## src/rtl/core/lkmlc_pkg.sv

```systemverilog
// Shared constants and widths for the ladder keypad mode and level controller.
package lkmlc_pkg;

    // Defaults for the top-level parameters
    localparam int ADJUST_GAP_MS_DEF = 36;
    localparam int SAMPLE_BITS_DEF   = 10;
    localparam int STAMP_BITS_DEF    = 32;

    // Configuration port
    localparam int CFG_INDEX_W = 3;
    localparam int CFG_DATA_W  = 16;
    localparam int MS_W        = 16;

    localparam logic [CFG_INDEX_W-1:0] REG_KEY1_LOW  = 3'd0;
    localparam logic [CFG_INDEX_W-1:0] REG_KEY1_HIGH = 3'd1;
    localparam logic [CFG_INDEX_W-1:0] REG_KEY2_LOW  = 3'd2;
    localparam logic [CFG_INDEX_W-1:0] REG_KEY2_HIGH = 3'd3;
    localparam logic [CFG_INDEX_W-1:0] REG_KEY3_LOW  = 3'd4;
    localparam logic [CFG_INDEX_W-1:0] REG_KEY3_HIGH = 3'd5;
    localparam logic [CFG_INDEX_W-1:0] REG_SETTLE_MS = 3'd6;
    localparam logic [CFG_INDEX_W-1:0] REG_HOLD_MS   = 3'd7;

    // Reset values of the registers
    localparam int KEY1_LOW_RST  = 820;
    localparam int KEY1_HIGH_RST = 900;
    localparam int KEY2_LOW_RST  = 400;
    localparam int KEY2_HIGH_RST = 500;
    localparam int KEY3_LOW_RST  = 600;
    localparam int KEY3_HIGH_RST = 800;
    localparam logic [MS_W-1:0] SETTLE_MS_RST = 16'd50;
    localparam logic [MS_W-1:0] HOLD_MS_RST   = 16'd1000;

    // Result fields
    localparam int MODE_W  = 2;
    localparam int LEVEL_W = 8;
    localparam logic [LEVEL_W-1:0] LEVEL_MAX = 8'd255;
    localparam logic [LEVEL_W-1:0] LEVEL_MIN = 8'd0;
    localparam logic [LEVEL_W-1:0] LEVEL_RST = 8'd100;

    localparam logic [MODE_W-1:0] MODE_IDLE = 2'd0;
    localparam logic [MODE_W-1:0] MODE_X    = 2'd1;
    localparam logic [MODE_W-1:0] MODE_R    = 2'd2;

    localparam int OUT_BITS = MODE_W + 2 * LEVEL_W + 1;
    localparam int OUT_W    = ((OUT_BITS + 7) / 8) * 8;

endpackage

```

## src/rtl/core/ladder_keypad_mode_level_control_unit.sv

```systemverilog
// Ladder keypad decode, mode button debounce with long press, and rate-limited level control.
// A sample transaction passes through the input register, then the result register;
//   the state update is one pass of short logic.
// Throughput: one transaction per cycle; stalls on m_tready back up through both registers.
// Reset (aresetn, synchronous, active low): registers at their defaults, mode idle,
//   both levels at 100, all timestamps zero, both pipeline registers empty.
module ladder_keypad_mode_level_control_unit
    import lkmlc_pkg::*;
#(
    parameter int ADJUST_GAP_MS = ADJUST_GAP_MS_DEF,
    parameter int SAMPLE_BITS   = SAMPLE_BITS_DEF,
    parameter int STAMP_BITS    = STAMP_BITS_DEF,
    localparam int IN_BITS      = SAMPLE_BITS + STAMP_BITS,
    localparam int IN_W         = ((IN_BITS + 7) / 8) * 8
) (
    input  logic                   aclk,
    input  logic                   aresetn,

    // Configuration writes
    input  logic                   cfg_wr_en,
    input  logic [CFG_INDEX_W-1:0] cfg_index,
    input  logic [CFG_DATA_W-1:0]  cfg_wdata,

    // Sample stream
    input  logic                   s_tvalid,
    output logic                   s_tready,
    input  logic [IN_W-1:0]        s_tdata,   // sample, now_ms, zero pad

    // Result stream
    output logic                   m_tvalid,
    input  logic                   m_tready,
    output logic [OUT_W-1:0]       m_tdata    // mode, level_x, level_r, persist, zero pad
);

    localparam logic [STAMP_BITS-1:0] GAP = STAMP_BITS'(ADJUST_GAP_MS);

    // ------------------------------------------------------------------
    // Configuration registers
    // ------------------------------------------------------------------
    logic [SAMPLE_BITS-1:0] key1_low_reg, key1_high_reg;
    logic [SAMPLE_BITS-1:0] key2_low_reg, key2_high_reg;
    logic [SAMPLE_BITS-1:0] key3_low_reg, key3_high_reg;
    logic [MS_W-1:0]        settle_ms_reg, hold_ms_reg;

    always_ff @(posedge aclk) begin
        if (!aresetn) begin
            key1_low_reg  <= SAMPLE_BITS'(KEY1_LOW_RST);
            key1_high_reg <= SAMPLE_BITS'(KEY1_HIGH_RST);
            key2_low_reg  <= SAMPLE_BITS'(KEY2_LOW_RST);
            key2_high_reg <= SAMPLE_BITS'(KEY2_HIGH_RST);
            key3_low_reg  <= SAMPLE_BITS'(KEY3_LOW_RST);
            key3_high_reg <= SAMPLE_BITS'(KEY3_HIGH_RST);
            settle_ms_reg <= SETTLE_MS_RST;
            hold_ms_reg   <= HOLD_MS_RST;
        end else if (cfg_wr_en) begin
            unique case (cfg_index)
                REG_KEY1_LOW:  key1_low_reg  <= cfg_wdata[SAMPLE_BITS-1:0];
                REG_KEY1_HIGH: key1_high_reg <= cfg_wdata[SAMPLE_BITS-1:0];
                REG_KEY2_LOW:  key2_low_reg  <= cfg_wdata[SAMPLE_BITS-1:0];
                REG_KEY2_HIGH: key2_high_reg <= cfg_wdata[SAMPLE_BITS-1:0];
                REG_KEY3_LOW:  key3_low_reg  <= cfg_wdata[SAMPLE_BITS-1:0];
                REG_KEY3_HIGH: key3_high_reg <= cfg_wdata[SAMPLE_BITS-1:0];
                REG_SETTLE_MS: settle_ms_reg <= cfg_wdata[MS_W-1:0];
                REG_HOLD_MS:   hold_ms_reg   <= cfg_wdata[MS_W-1:0];
                default: ;
            endcase
        end
    end

    // ------------------------------------------------------------------
    // Pipeline handshake: input register feeds result register
    // ------------------------------------------------------------------
    logic                   in_valid_reg;
    logic [SAMPLE_BITS-1:0] in_sample_reg;
    logic [STAMP_BITS-1:0]  in_now_reg;
    logic                   out_valid_reg;
    logic [OUT_W-1:0]       out_data_reg;
    logic                   out_open;   // result register can take a value this cycle
    logic                   step;       // the registered sample is processed this cycle

    assign out_open = !out_valid_reg || m_tready;
    assign step     = in_valid_reg && out_open;
    assign s_tready = !in_valid_reg || out_open;

    always_ff @(posedge aclk) begin
        if (!aresetn) begin
            in_valid_reg <= 1'b0;
        end else if (s_tready) begin
            in_valid_reg <= s_tvalid;
        end
    end

    always_ff @(posedge aclk) begin
        if (s_tready && s_tvalid) begin
            in_sample_reg <= s_tdata[SAMPLE_BITS-1:0];
            in_now_reg    <= s_tdata[IN_BITS-1:SAMPLE_BITS];
        end
    end

    // ------------------------------------------------------------------
    // Controller state
    // ------------------------------------------------------------------
    logic                  raw_prev_reg, held_reg, long_fired_reg;
    logic [STAMP_BITS-1:0] change_stamp_reg, press_stamp_reg, adjust_stamp_reg;
    logic [MODE_W-1:0]     mode_reg;
    logic [LEVEL_W-1:0]    x_level_reg, r_level_reg;

    logic                  held_next, long_fired_next;
    logic [STAMP_BITS-1:0] change_stamp_next, press_stamp_next, adjust_stamp_next;
    logic [MODE_W-1:0]     mode_next;
    logic [LEVEL_W-1:0]    x_level_next, r_level_next;

    logic                  raw, up, down, settled, adjust_ok;
    logic [STAMP_BITS-1:0] settle_ext, hold_ext;

    assign raw  = (in_sample_reg >= key1_low_reg) && (in_sample_reg <= key1_high_reg);
    assign up   = (in_sample_reg >= key2_low_reg) && (in_sample_reg <= key2_high_reg);
    // increase wins where both windows cover the sample
    assign down = !up && (in_sample_reg >= key3_low_reg) && (in_sample_reg <= key3_high_reg);

    assign settle_ext = STAMP_BITS'(settle_ms_reg);
    assign hold_ext   = STAMP_BITS'(hold_ms_reg);

    // Elapsed times are plain modular differences at STAMP_BITS
    assign change_stamp_next = (raw != raw_prev_reg) ? in_now_reg : change_stamp_reg;
    assign settled           = (in_now_reg - change_stamp_next) > settle_ext;
    assign adjust_ok         = (up || down) && ((in_now_reg - adjust_stamp_reg) >= GAP);
    assign adjust_stamp_next = adjust_ok ? in_now_reg : adjust_stamp_reg;

    always_comb begin
        held_next        = held_reg;
        long_fired_next  = long_fired_reg;
        press_stamp_next = press_stamp_reg;
        mode_next        = mode_reg;

        if (settled) begin
            if (raw && !held_reg) begin
                press_stamp_next = in_now_reg;
                held_next        = 1'b1;
                long_fired_next  = 1'b0;
            end else if (!raw && held_reg) begin
                held_next = 1'b0;
                // short release toggles; a late release without long press does nothing
                if (!long_fired_reg && ((in_now_reg - press_stamp_reg) < hold_ext)) begin
                    mode_next = (mode_reg == MODE_IDLE) ? MODE_X : MODE_IDLE;
                end
            end
        end

        // long press fires once per hold, possibly in the same pass as the press
        if (held_next && !long_fired_next && ((in_now_reg - press_stamp_next) >= hold_ext)) begin
            mode_next       = MODE_R;
            long_fired_next = 1'b1;
        end
    end

    // Level adjust uses the mode after this pass's button handling
    always_comb begin
        x_level_next = x_level_reg;
        r_level_next = r_level_reg;
        if (adjust_ok) begin
            case (mode_next)
                MODE_X: begin
                    if (up && x_level_reg != LEVEL_MAX) begin
                        x_level_next = x_level_reg + LEVEL_W'(1);
                    end else if (down && x_level_reg != LEVEL_MIN) begin
                        x_level_next = x_level_reg - LEVEL_W'(1);
                    end
                end
                MODE_R: begin
                    if (up && r_level_reg != LEVEL_MAX) begin
                        r_level_next = r_level_reg + LEVEL_W'(1);
                    end else if (down && r_level_reg != LEVEL_MIN) begin
                        r_level_next = r_level_reg - LEVEL_W'(1);
                    end
                end
                default: ;
            endcase
        end
    end

    always_ff @(posedge aclk) begin
        if (!aresetn) begin
            raw_prev_reg     <= 1'b0;
            held_reg         <= 1'b0;
            long_fired_reg   <= 1'b0;
            change_stamp_reg <= '0;
            press_stamp_reg  <= '0;
            adjust_stamp_reg <= '0;
            mode_reg         <= MODE_IDLE;
            x_level_reg      <= LEVEL_RST;
            r_level_reg      <= LEVEL_RST;
        end else if (step) begin
            raw_prev_reg     <= raw;
            held_reg         <= held_next;
            long_fired_reg   <= long_fired_next;
            change_stamp_reg <= change_stamp_next;
            press_stamp_reg  <= press_stamp_next;
            adjust_stamp_reg <= adjust_stamp_next;
            mode_reg         <= mode_next;
            x_level_reg      <= x_level_next;
            r_level_reg      <= r_level_next;
        end
    end

    // ------------------------------------------------------------------
    // Result register
    // ------------------------------------------------------------------
    always_ff @(posedge aclk) begin
        if (!aresetn) begin
            out_valid_reg <= 1'b0;
        end else if (out_open) begin
            out_valid_reg <= in_valid_reg;
        end
    end

    always_ff @(posedge aclk) begin
        if (step) begin
            out_data_reg <= {{(OUT_W - OUT_BITS){1'b0}}, adjust_ok,
                             r_level_next, x_level_next, mode_next};
        end
    end

    assign m_tvalid = out_valid_reg;
    assign m_tdata  = out_data_reg;

    // ------------------------------------------------------------------
    // Assertions
    // ------------------------------------------------------------------
    a_mode_legal: assert property (@(posedge aclk) disable iff (!aresetn)
        mode_reg != 2'd3)
        else $error("mode register holds an unused code");

    a_held_sample: assert property (@(posedge aclk) disable iff (!aresetn)
        in_valid_reg && !step |=> in_valid_reg && $stable(in_now_reg)
                                  && $stable(in_sample_reg))
        else $error("stalled sample lost from input register");

    a_no_persist_no_level: assert property (@(posedge aclk) disable iff (!aresetn)
        step && !adjust_ok |=> $stable(x_level_reg) && $stable(r_level_reg))
        else $error("level changed without an allowed adjust");

    a_state_frozen: assert property (@(posedge aclk) disable iff (!aresetn)
        !step |=> $stable(mode_reg) && $stable(held_reg) && $stable(adjust_stamp_reg))
        else $error("controller state moved without a sample");

    a_long_fire_mode: assert property (@(posedge aclk) disable iff (!aresetn)
        step && long_fired_next && !long_fired_reg |=> mode_reg == MODE_R)
        else $error("long press did not force R mode");

endmodule
```

## config.mk

```make
export PLATFORM = sky130hd
export DESIGN_NAME = ladder_keypad_mode_level_control_unit
export DESIGN_NICKNAME = d
export VERILOG_FILES = /design/src/rtl/core/lkmlc_pkg.sv /design/src/rtl/core/ladder_keypad_mode_level_control_unit.sv
export SDC_FILE = /design/constraint.sdc
export NUM_CORES = 1
export LEC_CHECK = 0
export BUFFER_PORTS_ARGS = -buffer_cell sky130_fd_sc_hd__buf_4
export CORE_ASPECT_RATIO = 0.6
export CORE_MARGIN = 4
export CORE_UTILIZATION = 45
export DETAILED_ROUTE_END_ITERATION = 7
export PLACE_DENSITY_LB_ADDON = 0.1
export SETUP_SLACK_MARGIN = 0.3
export SLEW_MARGIN = 20
export SYNTH_ARGS = -nofsm -noshare
export SYNTH_HDL_FRONTEND = slang
export SYNTH_SLANG_ARGS = --single-unit
export TNS_END_PERCENT = 5
```

## constraint.sdc

```tcl
create_clock -name aclk -period 16.3 [get_ports aclk]
set_input_delay 0.815 -clock aclk [delete_from_list [all_inputs] [get_ports aclk]]
set_output_delay 0.815 -clock aclk [all_outputs]
set_load 0.01 [all_outputs]
```

# After elaboration in Yosys (flattened, before gate mapping)
# Index checks and enable logic that the tools add are counted.
dict set report word_totals {
  out_inout_bits 26
  register_bits 272
  inputBits 72
  word_cells 114
}
dict set report classes {
  reduce_logical 39
  magnitude_cmp 10
  n_eq_ne 12
  n_addsub 8
  muxes 23
}
# op n
set ops {}
lappend ops {{$sub A32 B32 Y32} 4}
lappend ops {{$mux W32} 3}
lappend ops {{$mux W8} 8}
lappend ops {{$ge A32 B16 Y1} 1}
lappend ops {{$ge A32 B6 Y1 const B} 1}
lappend ops {{$gt A32 B16 Y1} 1}
lappend ops {{$lt A32 B16 Y1} 1}
lappend ops {{$ge A10 B10 Y1} 3}
lappend ops {{$le A10 B10 Y1} 3}
lappend ops {{$reduce_and A2 Y1} 9}
lappend ops {{$add A8 B1 Y8 const B} 2}
lappend ops {{$logic_and A1 B1 Y1} 16}
lappend ops {{$ne A8 B8 Y1 const B} 2}
lappend ops {{$reduce_bool A8 Y1} 2}
lappend ops {{$sub A8 B1 Y8 const B} 2}
lappend ops {{$eq A3 B3 Y1 const B} 4}
lappend ops {{$mux W2} 5}
lappend ops {{$logic_not A1 Y1} 7}
lappend ops {{$mux W1} 7}
lappend ops {{$eq A3 B2 Y1 const B} 2}
lappend ops {{$eq A3 B1 Y1 const B} 1}
lappend ops {{$logic_not A3 Y1} 1}
lappend ops {{$logic_or A1 B1 Y1} 3}
lappend ops {{$eq A2 B1 Y1 const B} 1}
lappend ops {{3 further kinds} 3}

# Depth between registers and ports, before layout
# Gate-level depths: netlist (run 1).
dict set report logic_depth {
  ltp_word 14
  ltp_mapped 67
  ltp_nobuf 62
}

# Least setup slack after synthesis (run 1)
# OpenSTA, ideal clock, no wires.
dict set report synth_timing {
  path_type {reg-to-reg}
  start {reg in_sample_reg[5]}
  end {reg x_level_reg[2]}
  path_buffers 4
  arrival_time_ns 12.184
  setup_ns 0.137
  stages_incl_launch_ff 61
  path_slack_ns 3.979
  t_required_ns 16.163
  cell_sequence {edfxtp_1 -> ha_1 -> a21oi_1 -> o21ai_1 -> a2111o_1 -> a32o_1 -> nor2_1 -> clkbuf_1 -> mux2i_1 -> ha_1 -> nand4_1 -> a21oi_1 -> and3b_1 -> clkbuf_1 -> a221oi_1 -> xnor2_1 -> o21ai_0 -> ha_1 -> [25 not listed] -> a21oi_1 -> nand2_1 -> nand2_1 -> xor2_1 -> ha_1 -> a21oi_1 -> nor2b_1 -> or3_1 -> nor4_1 -> o221a_2 -> o211ai_1 -> a211oi_1 -> nand4_1 -> nor4_2 -> a21oi_2 -> buf_2 -> o41ai_1 -> nand3_1}
}
dict set report synth_between {
  elab_chain_len 14
}
# item line_no
set synth_lines {}
lappend synth_lines {{from (decl)} ladder_keypad_mode_level_control_unit.sv:74} ;# logic [SAMPLE_BITS-1:0] in_sample_reg;
lappend synth_lines {{from (signal assigned)} ladder_keypad_mode_level_control_unit.sv:95} ;# in_sample_reg <= s_tdata[SAMPLE_BITS-1:0];
lappend synth_lines {{$ge A10 B10 Y1 / $le A10 B10 Y1 (equally long branches)} ladder_keypad_mode_level_control_unit.sv:116} ;# assign raw = (in_sample_reg >= key1_low_reg) && (in_sample_reg <= key1_high_reg);
lappend synth_lines {{$logic_and A1 B1 Y1 (*)} ladder_keypad_mode_level_control_unit.sv:116}
lappend synth_lines {{$ne A1 B1 Y1} ladder_keypad_mode_level_control_unit.sv:125} ;# assign change_stamp_next = (raw != raw_prev_reg) ? in_now_reg : change_stamp_reg;
lappend synth_lines {{$mux W32} ladder_keypad_mode_level_control_unit.sv:125}
lappend synth_lines {{$sub A32 B32 Y32} ladder_keypad_mode_level_control_unit.sv:126} ;# assign settled = (in_now_reg - change_stamp_next) > settle_ext;
lappend synth_lines {{$gt A32 B16 Y1} ladder_keypad_mode_level_control_unit.sv:126}
lappend synth_lines {{$mux W32 (*)} ladder_keypad_mode_level_control_unit.sv:136} ;# if (settled) begin
lappend synth_lines {{via press_stamp_next[0]} ladder_keypad_mode_level_control_unit.sv:109} ;# logic [STAMP_BITS-1:0] change_stamp_next, press_stamp_next, adjust_stamp_next;
lappend synth_lines {{$sub A32 B32 Y32 (*)} ladder_keypad_mode_level_control_unit.sv:151} ;# if (held_next && !long_fired_next && ((in_now_reg - press_stamp_next) >= hold_ext)) begin
lappend synth_lines {{$ge A32 B16 Y1 (*)} ladder_keypad_mode_level_control_unit.sv:151}
lappend synth_lines {{$logic_and A1 B1 Y1 (*)} ladder_keypad_mode_level_control_unit.sv:151}
lappend synth_lines {{$mux W2 (*)} ladder_keypad_mode_level_control_unit.sv:151}
lappend synth_lines {{$eq A2 B1 Y1 (*)} ladder_keypad_mode_level_control_unit.sv:162} ;# case (mode_next)
lappend synth_lines {{$mux W8 (*)} ladder_keypad_mode_level_control_unit.sv:162}
lappend synth_lines {{$mux W8 (*)} ladder_keypad_mode_level_control_unit.sv:161} ;# if (adjust_ok) begin
lappend synth_lines {{to (signal assigned)} ladder_keypad_mode_level_control_unit.sv:201} ;# x_level_reg <= x_level_next;
lappend synth_lines {{to (decl)} ladder_keypad_mode_level_control_unit.sv:106} ;# logic [LEVEL_W-1:0] x_level_reg, r_level_reg;
# Mark *: on every way through the listed nets, which the timed path passes. The rest lies on a longest branch.
# A chain may end at the register's enable or synchronous reset.

# Worst setup path after layout (run 1)
dict set report layout_timing {
  start {reg in_sample_reg[4]}
  end {reg x_level_reg[1]}
}
# The elaborated chain is that of the path after synthesis.

==> flow_metrics.env, run 1 <==
export IMPL_ctsResizeCount=0
export IMPL_slowest_stage="sky130_fd_sc_hd__a221oi_1"
export IMPL_pwr_share_clk_pct=35.2
export IMPL_postRouteWirelength_um=68300
export IMPL_multiInputGateArea_um2=14100
export IMPL_route_detailed_drc=0
export IMPL_yosys_area_share_adder_pct=14.0
export IMPL_net_switching_power_uw=747
export IMPL_grt_first_pass_wirelength_um=106000
export IMPL_synth_top_family_by_area="compound AO/OA/AOI/OAI gates"
export IMPL_first_iter_violations=2262
export IMPL_power_uw=2160
export IMPL_fin_crit_ps=14850
export IMPL_synth_compound_area_share_pct=23.6
export IMPL_row_count=61
export IMPL_gr_total_overflow=0
export IMPL_power_per_cell_area_nw_per_um2=91.2
export IMPL_slew_viol_final=0
export IMPL_netlist_cell_type_count=91
export IMPL_worst_slack_at_placement_ps=1730
export IMPL_rsz0062_at_grt="no"
export IMPL_placed_wire_length_estimate_um=52400
export IMPL_synthesis_area_um2=21500
export IMPL_clock_tree_root="sky130_fd_sc_hd__clkbuf_16"
export IMPL_antenna_found_initial=0
export IMPL_top_level_ports=98
export IMPL_yosys_area_share_simple_pct=22.2
export IMPL_ys_async_sr_fraction_pct=0
export IMPL_synth_sequential_area_ratio_pct=28.2
export IMPL_die_area_um2=51300
export IMPL_syn2layout_area_growth_pct=10.2
export IMPL_route_detailed_vias_per_inst=5.90
export IMPL_antenna_cells=0
export IMPL_worst_path_largest_cell_delay_ps=680
export IMPL_outcome="completed"
export IMPL_drive_above_1_share_pct=6.94
export IMPL_clock_sinks=272
export IMPL_crit_arrival_ps=15370
export IMPL_grt_start_max_net_pins=71
export IMPL_cts_tree="built"
export IMPL_syn_area_per_cell_um2=7.66
export IMPL_ir_worst_vdd_mv=0.0905
export IMPL_drt_first_pass_iters=6
export IMPL_p_seq_share_pct=34.4
export IMPL_timing_critical_path_required_ps=16820
export IMPL_max_freq_mhz=67.3
export IMPL_max_slew_margin_pct=31.7
export IMPL_clk_latency_ps=600
export IMPL_synth_yosys_warnings=0
export IMPL_switching_share_pct=34.6
export IMPL_comb_power_share_pct=30.4
export IMPL_core_area_um2=46700
export IMPL_drv_max_cap_violation_count=0
export IMPL_critical_path_endpoint_type="flop"
export IMPL_antenna_violating_nets_post_route=0
export IMPL_cts_buffer_depth=3
export IMPL_postSynthRegisterBits=272
export IMPL_die_w_um=290
export IMPL_synthXorXnorAreaFrac_pct=3.39
export IMPL_synth_enable_flop_cells=61
export IMPL_setup_viol=0
export IMPL_initial_utilization_pct=45.9
export IMPL_globalRouteTotalUtil_pct=25.6
export IMPL_vias=20500
export IMPL_tightest_slew_ps=1020
export IMPL_final_fill_count=4543
export IMPL_die_height_um=177
export IMPL_placement_io_buffers=86
export IMPL_first_global_vias=18500
export IMPL_synth_mux_area_fraction_pct=2.22
export IMPL_finalHoldViolCount=0
export IMPL_yosys_most_used_dff="sky130_fd_sc_hd__dfxtp_1"
export IMPL_timing_final_ws_setup_ps=1450
export IMPL_cts_hold_buf=0
export IMPL_cts_max_level=1
export IMPL_hold_crit_class="in -> reg"
export IMPL_hold_ws_ps=393
export IMPL_wire_per_inst_um=19.7
export IMPL_synthesis_instances=2799
export IMPL_tritoncts_num_buffers=29
export IMPL_finalSetupTns_ps=0
export IMPL_critical_path_class="reg -> reg"
export IMPL_final_min_period_over_clock_period_pct=91.1
export IMPL_crit_fanout=24
export IMPL_place_gp_congestion=0.974
export IMPL_seq_area_um2=6060
export IMPL_intPower_uw=1410
export IMPL_clk_transition_reported_paths_ps=70
export IMPL_finish_net_count=3121
export IMPL_crit_path_start_kind="flop"
export IMPL_p_leak_uw=0.00937
export IMPL_finalClockSkew_ps=14.1
export IMPL_post_cts_repair_setup_buffers=0
==> routing by layer <==
metal	wire [µm]	track usage, %	part of all wire (%)
met1	35700	41.9	52
met2	25300	33.9	37
met3	6360	5.58	9.3
met4	928	3.62	1.4
met5	0	0	0
==> metrics by stage <==
| step | cell area, µm² | utilization [%] | cells |
|---|---|---|---|
| global placement | 22600 | 48.3 | 3413 |
| detailed placement | 22600 | 48.3 | 3413 |
| global route | 23600 | 50.6 | 3467 |
| floorplan | 21500 | - | 2803 |
| CTS | 23600 | 50.6 | 3467 |
| finish | 23600 | 50.6 | 3467 |
==> cells in the final DEF (no fill, tap or decap), types with 13 or more instances in the layout <==
master / instances
sky130_fd_sc_hd__a21o_1: 76
sky130_fd_sc_hd__or3_1: 16
sky130_fd_sc_hd__a211oi_1: 44
sky130_fd_sc_hd__o211ai_1: 65
sky130_fd_sc_hd__buf_4: 106
sky130_fd_sc_hd__xnor2_1: 56
sky130_fd_sc_hd__a31oi_1: 18
sky130_fd_sc_hd__and2_1: 17
sky130_fd_sc_hd__nor2b_1: 37
sky130_fd_sc_hd__clkbuf_16: 30
sky130_fd_sc_hd__nor4_1: 13
sky130_fd_sc_hd__a21oi_1: 296
sky130_fd_sc_hd__mux2i_1: 43
sky130_fd_sc_hd__o21bai_1: 15
sky130_fd_sc_hd__o21ai_0: 102
sky130_fd_sc_hd__nor3_1: 60
sky130_fd_sc_hd__inv_1: 215
sky130_fd_sc_hd__nand4_1: 43
sky130_fd_sc_hd__nor2_1: 210
sky130_fd_sc_hd__xor2_1: 27
sky130_fd_sc_hd__dfxtp_1: 211
sky130_fd_sc_hd__and3_1: 21
sky130_fd_sc_hd__o21a_1: 31
sky130_fd_sc_hd__edfxtp_1: 61
sky130_fd_sc_hd__nand3_1: 60
sky130_fd_sc_hd__nand2b_1: 52
sky130_fd_sc_hd__ha_1: 231
sky130_fd_sc_hd__nand2_1: 428
==> synth_stat cells (61+ instances only) <==
cell type / number / area (µm²)
sky130_fd_sc_hd__o21ai_0: 102 / 510
sky130_fd_sc_hd__clkbuf_1: 101 / 379
sky130_fd_sc_hd__nand2_1: 428 / 1610
sky130_fd_sc_hd__dfxtp_1: 211 / 4220
sky130_fd_sc_hd__nor2_1: 215 / 807
sky130_fd_sc_hd__o211ai_1: 65 / 488
sky130_fd_sc_hd__ha_1: 231 / 2890
sky130_fd_sc_hd__inv_1: 217 / 815
sky130_fd_sc_hd__a21o_1: 76 / 571
sky130_fd_sc_hd__edfxtp_1: 61 / 1830
sky130_fd_sc_hd__a21oi_1: 296 / 1480
==> critical path, delay by kind of cell, from the launching register on <==
kind            cells  cell delay [ps]
xor+xnor            2              450
buf+inv             1              200
compound gates     25             5830
fa+ha+maj           6             1930
simple gates       22             5230
mux                 2              510
flops               1              550
==> cells by family (layout without fill, tap and decap cells) <==
kind of cell             after synthesis  count (layout)
adder cells (fa/ha/maj)              239             239
AO/OA/AOI/OAI                        787             787
AND/OR/NAND/NOR                     1027            1027
buffers and inverters                343             377
XOR/XNOR                              83              83
flip-flops                           272             272
multiplexers                          47              47
other                                  1               5
==> area by class of cell <==
cell class	count	area share, %
clock inverter	17	1.06
multi-input combinational	2188	59.7
sequential	272	25.6
clock buffer	37	3.46
tap	630	3.33
timing repair buffer	106	3.37
inverter	217	3.46
==> final timing paths <==
check / startpoint / to / slack, ps / depth (start not counted)
max: in_sample_reg[4] / x_level_reg[1] / 1450 / 58
min: s_tdata[19] / in_now_reg[9] / 390 / 1
max reg2reg: in_sample_reg[4] / x_level_reg[1] / 1450 / 58
min reg2reg: key1_high_reg[4] / key1_high_reg[4] / 450 / 2
==> power by group through the flow <==
stage               clock (µW)  sequential, µW  combinational, µW
floorplan                    0             745                459
CTS                        775             742                636
global placement             0             756                621
finish                     759             742                654
global route               804             745                719
detailed placement           0             757                631
Power figures use the tool's default switching activity.
==> inputs of run 2 (changes only) <==
- CORE_UTILIZATION: 45 -> 55
- clock period: 16.3 -> 17.2 ns (I/O delays scaled with it)
==> flow_metrics.env, run 2 (synthesis results as in run 1) <==
export IMPL_crit_path_start_kind="flop"
export IMPL_syn2layout_area_growth_pct=8.84
export IMPL_timing_final_ws_setup_ps=1840
export IMPL_grt_start_max_net_pins=91
export IMPL_postPlaceCellArea_um2=22400
export IMPL_critical_path_startpoint="in_sample_reg[4]"
export IMPL_vias=20700
export IMPL_postRouteWirelength_um=66600
export IMPL_final_fill_count=3385
export IMPL_worst_path_largest_cell_delay_ps=680
export IMPL_cts_tree="built"
export IMPL_power_uw=1960
export IMPL_antenna_violating_nets_post_route=0
export IMPL_hold_crit_class="in -> reg"
export IMPL_min_to="in_now_reg[1]"
export IMPL_ir_worst_vdd_mv=0.0690
export IMPL_cts_max_level=1
export IMPL_critPathTopFamily="compound AO/OA/AOI/OAI gates"
export IMPL_crit_arrival_ps=15850
export IMPL_final_cell_mix="sky130_fd_sc_hd__nand2_1 (428), sky130_fd_sc_hd__a21oi_1 (296), sky130_fd_sc_hd__ha_1 (231)"
export IMPL_final_core_util_pct=61.4
export IMPL_max_slew_margin_pct=19.2
export IMPL_post_cts_repair_setup_buffers=0
export IMPL_placed_wire_length_estimate_um=50800
export IMPL_hold_path_cell_count=1
export IMPL_antenna_cells=0
export IMPL_initial_utilization_pct=56.4
export IMPL_cts_hold_buf=0
export IMPL_final_min_period_over_clock_period_pct=89.3
export IMPL_placement_io_buffers=86
export IMPL_gr_total_overflow=0
export IMPL_worst_slack_at_placement_ps=2340
export IMPL_ctsResizeCount=0
export IMPL_finalHoldViolCount=0
export IMPL_tritoncts_num_buffers=28
export IMPL_clk_transition_reported_paths_ps=70
export IMPL_r2r_end="x_level_reg[1]"
export IMPL_first_global_vias=18800
export IMPL_rsz0062_at_grt="no"
export IMPL_cts_buffer_depth=3
export IMPL_p_leak_uw=0.00928
export IMPL_globalRouteTotalUtil_pct=30.2
export IMPL_place_gp_congestion=0.959
export IMPL_drt_first_pass_iters=6
export IMPL_slew_viol_final=0
export IMPL_grt_first_pass_wirelength_um=105000
export IMPL_critical_path_class="reg -> reg"
export IMPL_clk_latency_ps=590
export IMPL_die_height_um=161
export IMPL_core_area_um2=38100
export IMPL_power_per_cell_area_nw_per_um2=84.1
export IMPL_commonest_non_fill_non_tap_cell_in_the_layout="sky130_fd_sc_hd__nand2_1"
export IMPL_drv_max_cap_violation_count=0
export IMPL_timing_critical_path_required_ps=17700
export IMPL_clock_tree_root="sky130_fd_sc_hd__clkbuf_16"
export IMPL_setup_viol=0
export IMPL_finish_instance_area_um2=23300
export IMPL_first_iter_violations=2078
export IMPL_finish_net_count=3115
export IMPL_critical_path_reg2reg_startpoint="in_sample_reg[4]"
export IMPL_r2r_cells=58
export IMPL_fin_crit_ps=15360
export IMPL_route_detailed_drc=0
export IMPL_outcome="completed"
export IMPL_die_w_um=263
export IMPL_antenna_found_initial=0
export IMPL_hp_start="s_tdata[11]"
export IMPL_slowest_stage="sky130_fd_sc_hd__a221oi_1"
export IMPL_crit_fanout=35
export IMPL_rrSetupSlack_ps=1840
export IMPL_finalSetupTns_ps=0
export IMPL_critical_path_endpoint_type="flop"
export IMPL_die_area_um2=42300
export IMPL_top_level_ports=98
export IMPL_max_freq_mhz=65.1
export IMPL_wire_per_inst_um=19.9
export IMPL_drive_above_1_share_pct=6.72
export IMPL_route_detailed_vias_per_inst=6.20
export IMPL_tightest_slew_ps=1200
export IMPL_finalClockSkew_ps=20.9
export IMPL_critical_path_buf_inv_count=1
export IMPL_row_count=55
export IMPL_clock_sinks=272
-- run 2: cell types whose count changed in the layout (fill, tap and decap cells not counted), sizes merged --
cell,change
bufinv,-5
inv,-3
clkinvlp,+3
clkbuf,+2
buf,-5
-- run 2: power breakdown --
part           internal [µW]  switching (µW)
Sequential               677            25.6
Clock                    360             285
Combinational            231             385
Total                   1270             696
-- run 2: through the flow --
step / std cells / hold WS [ps]
after global routing: 3342 / 426
final: 3342 / 447
after global placement: 3291 / 441
after floorplan: 2803 / 436
after detailed placement: 3291 / 446
after CTS: 3342 / 419
-- run 2: routing by layer --
layer	global-route usage (%)	vias up	wire length, µm
li1	-	10000	-
met1	48.4	9789	33000
met2	42.2	848	25900
met3	5.50	73	6520
met4	5.09	0	1230
met5	0	-	0
-- run 2: cell type report --
type                    instances  area (µm²)  share of cell area (%)
clock buffers                  39         846                    3.62
clock inverters                12         111                   0.477
inverters                     217         817                    3.50
multi-input cells            2188       14100                    60.5
flip-flops and latches        272        6060                    25.9
well taps                     513         642                    2.75
repair buffers                101         758                    3.25
-- run 2: worst max path at each step --
stage                endpoint  slack (ps)  cells after the start
3_3_place_gp   x_level_reg[1]        2520                     58
2_1_floorplan  x_level_reg[2]        4880                     60
4_1_cts        x_level_reg[1]        2230                     60
6_report       x_level_reg[1]        1840                     58
5_1_grt        x_level_reg[1]         930                     60
3_5_place_dp   x_level_reg[1]        2340                     60
